===== config.mk =====
export PLATFORM = sky130hd
export DESIGN_NAME = bb3_round_div
export DESIGN_NICKNAME = d
export VERILOG_FILES = /design/src/bb3_pkg.sv /design/src/bb3_round_div.sv
export SDC_FILE = /design/constraint.sdc
export NUM_CORES = 1
export LEC_CHECK = 0
export BUFFER_PORTS_ARGS = -buffer_cell sky130_fd_sc_hd__buf_2
export CELL_PAD_IN_SITES_DETAIL_PLACEMENT = 1
export CELL_PAD_IN_SITES_GLOBAL_PLACEMENT = 1
export CORE_MARGIN = 3
export CORE_UTILIZATION = 30
export DETAILED_ROUTE_END_ITERATION = 6
export GPL_ROUTABILITY_DRIVEN = 0
export PLACE_DENSITY = 0.59
export SETUP_SLACK_MARGIN = 0.2
export SYNTH_ARGS = -nofsm -noshare
export SYNTH_HDL_FRONTEND = slang
export SYNTH_SLANG_ARGS = --single-unit

===== constraint.sdc =====
create_clock -name i_clk -period 3.5 [get_ports i_clk]
set_input_delay 0.525 -clock i_clk [delete_from_list [all_inputs] [get_ports i_clk]]
set_output_delay 0.525 -clock i_clk [all_outputs]
set_load 0.05 [all_outputs]

===== src/bb3_pkg.sv =====
`default_nettype none

package bb3_pkg;

    // Field widths
    localparam int PIX_W     = 8;
    localparam int SUM_W     = 12;   // 9 * 255 fits
    localparam int CNT_W     = 4;    // window size 1..9
    localparam int QUO_W     = 8;
    localparam int OUT_ROW_W = 12;
    localparam int OUT_COL_W = 11;
    localparam int CFG_IDX_W = 2;
    localparam int CFG_DAT_W = 13;
    localparam int WCFG_W    = 12;
    localparam int HCFG_W    = 13;
    localparam int NUM_CH    = 3;

    // Register indexes
    localparam logic [CFG_IDX_W-1:0] REG_IMAGE_WIDTH  = 2'd0;
    localparam logic [CFG_IDX_W-1:0] REG_IMAGE_HEIGHT = 2'd1;

    // One pixel: index 0 red, 1 green, 2 blue
    typedef logic [NUM_CH-1:0][PIX_W-1:0] t_rgb;

    typedef enum logic [2:0] {
        ST_IDLE,
        ST_PICK,
        ST_READ,
        ST_LAST,
        ST_DSTART,
        ST_DWAIT,
        ST_EMIT
    } t_state;

    // Divider request and response
    typedef struct packed {
        logic                          start;
        logic [CNT_W-1:0]              count;
        logic [NUM_CH-1:0][SUM_W-1:0]  sum;
    } t_div_req;

    typedef struct packed {
        logic                          done;
        logic [NUM_CH-1:0][QUO_W-1:0]  quo;
    } t_div_rsp;

    // Row slot arithmetic, slots count modulo 3
    function automatic logic [1:0] slot_next(input logic [1:0] s);
        logic [1:0] r;
        r = (s == 2'd2) ? 2'd0 : s + 2'd1;
        return r;
    endfunction

    function automatic logic [1:0] slot_back(input logic [1:0] s, input logic [1:0] d);
        logic [2:0] t;
        t = {1'b0, s} + 3'd3 - {1'b0, d};
        if (t >= 3'd3) begin
            t = t - 3'd3;
        end
        return t[1:0];
    endfunction

endpackage

`default_nettype wire


===== src/bb3_round_div.sv =====
`default_nettype none

// Rounded average per channel: floor((2*sum+count)/(2*count)).
// Restoring division, one quotient bit per cycle, 3 channels side by side.
module bb3_round_div
    import bb3_pkg::*;
(
    input  logic     i_clk,
    input  logic     i_rst_n,
    input  t_div_req i_req,
    output t_div_rsp o_rsp
);

    localparam int DIVD_W = SUM_W + 1;
    localparam int STEP_W = $clog2(QUO_W);

    logic                          r_busy;
    logic                          r_done;
    logic [STEP_W-1:0]             r_step;
    logic [CNT_W:0]                r_dvs;
    logic [NUM_CH-1:0][DIVD_W-1:0] r_rem;
    logic [NUM_CH-1:0][QUO_W-1:0]  r_quo;

    logic [DIVD_W-1:0]             shifted;
    logic [NUM_CH-1:0][DIVD_W-1:0] n_rem;
    logic [NUM_CH-1:0]             fits;

    // Trial subtraction of the shifted divisor
    always_comb begin
        shifted = DIVD_W'(r_dvs) << r_step;
        for (int ch = 0; ch < NUM_CH; ch++) begin
            fits[ch]  = (r_rem[ch] >= shifted);
            n_rem[ch] = fits[ch] ? r_rem[ch] - shifted : r_rem[ch];
        end
    end

    // Control
    always_ff @(posedge i_clk) begin
        if (!i_rst_n) begin
            r_busy <= 1'b0;
            r_done <= 1'b0;
            r_step <= '0;
        end else begin
            r_done <= 1'b0;
            if (i_req.start) begin
                r_busy <= 1'b1;
                r_step <= STEP_W'(QUO_W - 1);
            end else if (r_busy) begin
                if (r_step == '0) begin
                    r_busy <= 1'b0;
                    r_done <= 1'b1;
                end else begin
                    r_step <= r_step - 1'b1;
                end
            end
        end
    end

    // Datapath
    always_ff @(posedge i_clk) begin
        if (i_req.start) begin
            r_dvs <= {i_req.count, 1'b0};
            for (int ch = 0; ch < NUM_CH; ch++) begin
                r_rem[ch] <= {i_req.sum[ch], 1'b0} + DIVD_W'(i_req.count);
                r_quo[ch] <= '0;
            end
        end else if (r_busy) begin
            for (int ch = 0; ch < NUM_CH; ch++) begin
                r_rem[ch]         <= n_rem[ch];
                r_quo[ch][r_step] <= fits[ch];
            end
        end
    end

    assign o_rsp.done = r_done;
    assign o_rsp.quo  = r_quo;

endmodule

`default_nettype wire


Yosys cells after proc, flatten, opt, wreduce, memory -nomap -nowiden
Cells that the tools add are included.
- register bits after elaboration: 72
- latch bits: 0
- bits in writable memories: 0
- bits in read-only memories: 0
- input bits: 43
- logic and storage cells: 54
- memories kept: 0
- $add $sub $neg: 7
- multiply operators: 0
- divide/modulo/power cells: 0
- $lt $le $gt $ge: 5
- equality and inequality tests: 1
- shift-type cells: 1
- multiplexer cells: 17
- bitwise gates (word level): 2
- reductions and logical operators: 11
- operator list (operator ; number):
    $mux W39 ; 2
    $add A13 B4 Y13 ; 3
    $ge A13 B13 Y1 ; 3
    $mux W13 ; 3
    $sub A13 B13 Y13 ; 3
    $bwmux W8 ; 3
    $shl A5 B3 Y13 ; 1
    $mux W3 ; 3
    $reduce_and A2 Y1 ; 4
    $reduce_bool A2 Y1 ; 4
    $mux W1 ; 5
    $lt A3 B4 Y1 const B ; 1
    $demux W1 S3 ; 1
    $ge A3 B1 Y1 const B ; 1
    $logic_not A3 Y1 ; 1
    $reduce_or A3 Y1 ; 1
    $sub A3 B1 Y3 const B ; 1
    $ne A2 B2 Y1 const B ; 1
    $not A1 Y1 ; 2
    $logic_and A1 B1 Y1 ; 1

Depth between registers and ports, before layout
Gate-level depths: netlist of the first run.
- word-level depth: 5
- gate-level depth with buffers: 13
- mapped depth without buffers: 12

Worst setup path after synthesis of the first run
Ideal clock, no wire load.
- kind: reg2reg
- start: reg r_step[1]
- end: reg r_rem[14] (netlist bit), enable pin
- setup time: 0.398 ns
- arrival time: 3.422 ns
- required time: 3.102 ns
- setup slack: -0.320 ns
- stages on the path, launching flop included: 13
- clock period less this slack: 3.820 ns
- cell sequence: dfxtp_1 -> clkbuf_1 -> mux2_2 -> a21oi_1 -> nor2_1 -> a31oi_1 -> ha_1 -> a21oi_1 -> o21ai_0 -> a211oi_2 -> o31ai_1 -> nor3_4 -> o21ai_0
- cells in the longest elaborated chain, start to end: 4
- ends and longest elaborated chain (what ; RTL line ; text):
    start: declaration ; bb3_round_div.sv:19 ; logic [STEP_W-1:0] r_step;
    start signal: assignment ; bb3_round_div.sv:47 ; r_step <= STEP_W'(QUO_W - 1);
    start signal: assignment ; bb3_round_div.sv:53 ; r_step <= r_step - 1'b1;
    $shl A5 B3 Y13 ; bb3_round_div.sv:30 ; shifted = DIVD_W'(r_dvs) << r_step;
    $ge A13 B13 Y1 ; bb3_round_div.sv:32 ; fits[ch] = (r_rem[ch] >= shifted);
    $reduce_bool A2 Y1 (no source line) ; - ;
    $reduce_and A2 Y1 (no source line) ; - ;
    end signal: indexed assignment ; bb3_round_div.sv:64 ; r_rem[ch] <= {i_req.sum[ch], 1'b0} + DIVD_W'(i_req.count);
    end signal: indexed assignment ; bb3_round_div.sv:69 ; r_rem[ch] <= n_rem[ch];
    end: declaration ; bb3_round_div.sv:21 ; logic [NUM_CH-1:0][DIVD_W-1:0] r_rem;
Every way passes these cells.
A chain may end at the register's enable or synchronous reset.

Worst setup path after layout of the first run
- start: reg r_step[1]
- end: reg r_rem[1] (netlist bit), enable pin
Same word-level chain as after synthesis.

==> impl_results.md, run 1 <==
- Status: completed
- Pin count of the biggest net entering global routing: 60
- Synth Instances: 604
- Cts bufs inserted: 9
- Post-Synth Simple-Gate Area: 0.1928
- Hold Crit Class: in -> reg
- RSZ-0062 raised after global routing: yes
- Share of cells above drive strength 1: 0.1870
- Initial antenna violation count: 0
- WS Path Type: reg -> reg
- Overflow after GRT: 0
- Largest family of logic cells by synthesized area: compound AO/OA/AOI/OAI gates
- Net switching power figure: between 1.5 and 2 mW
- Via count: ~4,800
- Post-DR vias/cell: approximately 5.3
- Final setup viols: 0
- Arr. time, crit path: approximately 3300 ps
- CTS tree: built
- WL final: about 16,000 um
- Ratio of final minimum period to clock period: 0.9212
- First-pass GRT wire length: ~26,000 um
- Pre-antenna DRT Iters: 4
- Clock share of power: 0.241
- Warnings from Yosys: 0
- Sw Ratio: 0.3856
- P_int: around 2.5 mW
- Die height: around 140 um
- DP Worst Slack: between 20 and 30 ps
- Clock root buffer: clkbuf_16
- Top FF cell, synth: edfxtp_1
- Initial DRC count: around 200
- Final Hold Viols: 0
- Starting Density: 0.3130
- Startpoint types: flop
- F_max: 310.2 MHz
- PwrDens: 634.8 mW/mm2
- Max clock buf depth: 2
- Setup Total Neg Slack: 0 ps
- Seq pwr share: 0.287
- Share of the yosys chip area belonging to registers: 0.3430
- Synth Area in Adders: 0.1227
- Vias in the first global route: about 5,000
- R2r setup slk: 280 ps
- Placed wire-length estimate: between 10,000 and 15,000 um
- Max-cap violations: 0
- Final Skew: roughly 5.5 ps
- Post-Synth XOR/XNOR Area: 0.07627
- Routed Antenna Nets: 0
- Commonest non-fill, non-tap cell in the layout: buf_2
- Commonest non-fill, non-tap cells in the layout: buf_2, nor2_1, ha_1
- CTS Sinks: 70
- Rel. slew slack: 0.4906
- Average wire per standard cell: between 15 and 20 um
- Async S/R FF share, synth: 0
- Lkg Pwr: around 2.6 nW
- Complex-gate fraction of the synthesized area: 0.2172
- Mapped Area: ~0.0053 mm2
- Core Region: about 0.017 mm2
- Worst Slack Setup Final: approximately 280 ps
- CP required: 3590 ps
- Synthesized flop and latch total: 70
- Peak supply drop: about 0.00026 V
- Number of enable flip-flop cells after synthesis: just over 40
- Synthesized area per cell: between 8 and 9 um2
- Slew Limit Fails: 0
- Port bufs: between 60 and 70
- Ant diodes: 0
- Syn Nets: 697
- Worst hold margin: just under 400 ps
- Min Clock Period, post-route: between 3000 and 4000 ps
- Synth cell types: 56
- IO Pins: between 60 and 70
- Mux cell area share after synthesis: 0.01350
- Final core utilization: 0.3808
- Area delta synth->final: 21.65%
- Nets: around 800
- Clk Latency, worst-skew pair: about 340 ps
- CP max FO: 8
- Cell Rows: 47
- Hold-fix buffers, CTS: 0
- Die Width: 138.7 um
- H-tree depth: 3
- Crit end category: flop
- Slew @ Worst Pin: 758.3 ps
- Combinational fraction of design power: 0.472
- CTS clk-pin slew, worst paths: around 60 ps
- Die area: ~0.019 mm2
- GR Util All Layers: 0.1629
- # DRC: 0
[cell type report]
type,instances,area [um2]
repair buffers,91,528.0
multi-input cells,488,3383
inverters,25,93.84
well taps,220,275.3
flip-flops and latches,70,1821
fillers,1989,10450
clock buffers,15,320.3
clock inverters,1,5.005
[cell families (layout without fill, tap and decap cells)]
logic type / after synthesis / in the layout
buf+inv: 47 / 132
mux: 7 / 7
xor+xnor: 46 / 46
compound gates: 176 / 177
fa+ha+maj: 50 / 50
simple gates: 208 / 208
flops: 70 / 70
[registers in the layout, indices dropped and copies added (netlist names)]
| signal | cells |
|---|---|
| r_busy | 1 |
| r_step | 3 |
| r_rem | 37 |
| r_done | 1 |
| r_dvs | 4 |
| o_rsp | 24 |
[worst paths after layout]
kind	end	startpoint	depth (start not counted)
max	r_rem[1]	r_step[1]	12
min	r_dvs[1]	i_req[36]	1
max reg2reg	r_rem[1]	r_step[1]	12
min reg2reg	o_rsp[21]	o_rsp[21]	2
[critical path, stage by stage (launching register included)]
cell and delay [ps]:
dfxtp_4 400, mux2_2 360, a21oi_1 180, nor2_1 60
a31oi_1 150, buf_4 150, ha_1 270, a21o_1 210
a21o_1 180, a221o_1 400, a31oi_4 220, nand2_2 110
a41o_4 290
[power by group through the flow]
stage	Clock (mW)	Combinational, mW	Sequential, mW
after floorplan	0	1.35	1.18
after global placement	0	1.78	1.19
after detailed placement	0	1.83	1.19
after CTS	1.00	1.89	1.17
after global routing	1.04	2.17	1.19
final	0.981	1.93	1.17
[through the flow]
step	power, mW	instances	cell area, um2
floorplan	2.530	604	5305
global placement	2.967	890	5981
detailed placement	3.019	890	5981
CTS	4.069	907	6360
global route	4.389	910	6426
finish	4.080	910	6426
[metal layers]
metal | vias up | GRT usage | wire length, um
li1 | 2403 | - | -
met1 | 2281 | 0.2175 | 7495
met2 | 94 | 0.2726 | 7294
met3 | 17 | 0.02241 | 594
met4 | 0 | 0.05458 | 262
met5 | - | 0 | 0
[timing repair]
item / in CTS / in global routing
gates resized for setup: 8 / 10
endpoints found under the setup margin: 31 / 57
buffers inserted: 0 / 3
cloned: 1 / 0
pin swaps: 0 / 2
[Yosys cell counts, drive strengths merged, types with 2 or more instances]
| cell type | number | area (um2) |
|---|---|---|
| ha | 47 | 588.1 |
| xnor2 | 19 | 166.4 |
| o22ai | 2 | 12.51 |
| nor3 | 18 | 101.4 |
| a211o | 2 | 17.52 |
| clkbuf | 14 | 52.55 |
| dfxtp | 29 | 580.6 |
| a21oi | 40 | 200.2 |
| nor2b | 10 | 62.56 |
| fa | 3 | 60.06 |
| and3 | 4 | 25.02 |
| inv | 24 | 90.09 |
| mux2i | 6 | 60.06 |
| nand4 | 12 | 75.07 |
| a221oi | 3 | 26.28 |
| or3 | 8 | 50.05 |
| buf | 8 | 36.29 |
| and2 | 3 | 18.77 |
| nor2 | 65 | 244.0 |
| nor3b | 4 | 30.03 |
| nand2 | 46 | 172.7 |
| xor2 | 27 | 236.5 |
| or4b | 2 | 20.02 |
| o211ai | 3 | 22.52 |
| a221o | 2 | 20.02 |
| a31oi | 6 | 37.54 |
| a2111oi | 3 | 26.28 |
| nor4b | 4 | 35.03 |
| edfxtp | 41 | 1231 |
| o21a | 13 | 97.59 |
| o21ai | 43 | 215.2 |
| nor4 | 2 | 12.51 |
| a21o | 10 | 75.07 |
| o31ai | 3 | 22.52 |
| nand2b | 13 | 81.33 |
| a21boi | 5 | 37.54 |
| nand3 | 15 | 75.07 |
| a311oi | 8 | 70.07 |
| a211oi | 24 | 185.2 |
Note: power is estimated with default switching activity, not from simulation.
==> inputs of run 2 (changes only) <==
--- a/config.mk
+++ b/config.mk
@@ -12,7 +12,7 @@
 export CORE_UTILIZATION = 30
 export DETAILED_ROUTE_END_ITERATION = 6
 export GPL_ROUTABILITY_DRIVEN = 0
-export PLACE_DENSITY = 0.59
+export PLACE_DENSITY = 0.64
 export SETUP_SLACK_MARGIN = 0.2
 export SYNTH_ARGS = -nofsm -noshare
 export SYNTH_HDL_FRONTEND = slang
==> run 2 against run 1 <==
Compared with the run above: global-route usage up 0.93 points; worst hold slack better by 7.7 ps; routed wire length up 7.5%; clock skew up 1.1 ps.
==> impl_results.md, run 2 (same netlist as run 1, synthesis figures left out) <==
- Status: completed
- Sw Ratio: 0.4020
- Core Region: around 0.017 mm2
- Overflow after GRT: 0
- Clock root buffer: clkbuf_16
- Vias in the first global route: slightly above 5,000
- P_int: between 2 and 2.5 mW
- Crit end category: flop
- Slowest cell on crit path: edfxtp_1
- Die area: around 0.019 mm2
- Startpoint types: flop
- Cell Rows: 47
- PwrDens: 637.7 mW/mm2
- Arr. time, crit path: 3300 ps
- Share of cells above drive strength 1: 0.1910
- Seq pwr share: 0.290
- Combinational fraction of design power: 0.489
- Ratio of final minimum period to clock period: 0.9173
- Post-DR vias/cell: 5.340
- Via count: between 4,000 and 5,000
- Met3 Use GR: 0.02966
- Slew @ Worst Pin: roughly 950 ps
- Area delta synth->final: 21.41%
- Final Skew: 6.591 ps
- Inst Count DP: 891
- Clk Latency, worst-skew pair: 340 ps
- Initial DRC count: roughly 280
- Nets: approximately 800
- Busiest grt layer: met2
- Average wire per standard cell: 18.45 um
- CP required: ~3600 ps
- Ant diodes: 0
- Final Hold Viols: 0
- CTS Sinks: 70
- Die Width: roughly 140 um
- Hold Crit Class: in -> reg
- Max-cap violations: 0
- Peak supply drop: ~0.00023 V
- Min Clock Period, post-route: 3211 ps
- Post-layout power: 4.090 mW
- Net switching power figure: 1.644 mW
- DP Worst Slack: -92.30 ps
- Commonest non-fill, non-tap cell in the layout: buf_2
- CP max FO: 12
- Port bufs: 67
- Initial antenna violation count: 0
- WS Path Type: reg -> reg
- Worst Slack Setup Final: 289.3 ps
- IO Pins: a little under 70
- RSZ-0062 raised after global routing: no
- Commonest non-fill, non-tap cells in the layout: buf_2, nor2_1, ha_1
- Placed wire-length estimate: approximately 13,000 um
- Layout Cells excl Fill: 911
- Clock share of power: 0.221
- Rel. slew slack: 0.3623
- WL final: between 15,000 and 20,000 um
- Largest Register: r_rem
- Slew Limit Fails: 0
- Pin count of the biggest net entering global routing: 94
- GR Util All Layers: 0.1722
- CTS tree: built
- Critical path buffer and inverter count: 0
- Routed Antenna Nets: 0
- Max FFs per register: 37
- CTS clk-pin slew, worst paths: 60 ps
- Die height: between 100 and 150 um
- Crit-path cells: mux2_2 -> a21oi_1 -> nor2_1 -> a31oi_2 -> ha_1 -> a21o_1 -> a21o_1 -> a221o_1 -> a31oi_4 -> nand2_1 -> a41o_4
- Max clock buf depth: 2
- Hold-fix buffers, CTS: 0
- # DRC: 0
- Met1 GRT Util: 0.2200
- GR Layer Usage met2: 0.2978
- Final setup viols: 0
- First-pass GRT wire length: between 20,000 and 30,000 um
- Lkg Pwr: 2.563 nW
- Pre-antenna DRT Iters: 4
- Cts bufs inserted: 9
- F_max: 311.5 MHz
- Starting Density: 0.3130
- Crit path top cell by count: a21o_1
- Crit-path leading delay family: compound AO/OA/AOI/OAI gates
- CP peak stage delay: between 400 and 500 ps
- H-tree depth: 3
==> run 2: cell types whose count changed in the layout (fill, tap and decap cells not counted), sizes merged <==
| cell | before | now |
|---|---|---|
| clkbuf | 15 | 11 |
| buf | 91 | 93 |
| clkinv | 2 | 5 |
| a41o | 2 | 1 |
| bufinv | 0 | 1 |
==> run 2: metal layers <==
layer	share of wire	vias to the layer above
met5	0	-
met4	0.016	0
met3	0.040	20
met2	0.49	94
met1	0.45	2350
li1	-	2401
==> run 2: path summary, 6_finish.rpt <==
check                           startpoint        end  slack [ps]  depth (start not counted)
worst max-delay path              r_dvs[2]   r_rem[2]         290                         11
worst min-delay path             i_req[36]   r_dvs[1]         400                          1
worst max register to register    r_dvs[2]   r_rem[2]         290                         11
worst min register to register   o_rsp[22]  o_rsp[22]         500                          2
==> run 2: cell type report <==
cell class | instances | area, um2
clock buffer | 11 | 232.7
clock inverter | 5 | 50.05
fill | 1985 | 10460
inverter | 25 | 93.84
multi-input combinational | 487 | 3388
sequential | 70 | 1818
tap | 220 | 275.3
timing repair buffer | 93 | 555.5
==> run 2: what timing repair did <==
item | 4_1_cts | 5_1_grt
gates resized for setup | 8 | 17
setup endpoints to repair | 45 | 61
buffers inserted | 4 | 0
pin swaps | 2 | 1
==> run 2: power by group through the flow <==
stage	clock (mW)	sequential (mW)	combinational [mW]
finish	0.904	1.19	2.00
global route	0.957	1.20	2.21
CTS	0.918	1.19	1.96
detailed placement	0	1.20	1.90
global placement	0	1.19	1.84
floorplan	0	1.18	1.35
==> run 2: through the flow <==
stage / TNS (ps) / util / instance area (um2) / hold WS [ps]
floorplan: 0 / - / 5305 / 475.8
global placement: 0 / 0.3555 / 6001 / 484.2
detailed placement: -1097 / 0.3555 / 6001 / 496.7
CTS: 0 / 0.3774 / 6370 / 398.1
global route: 0 / 0.3800 / 6414 / 406.9
finish: 0 / 0.3800 / 6414 / 402.5
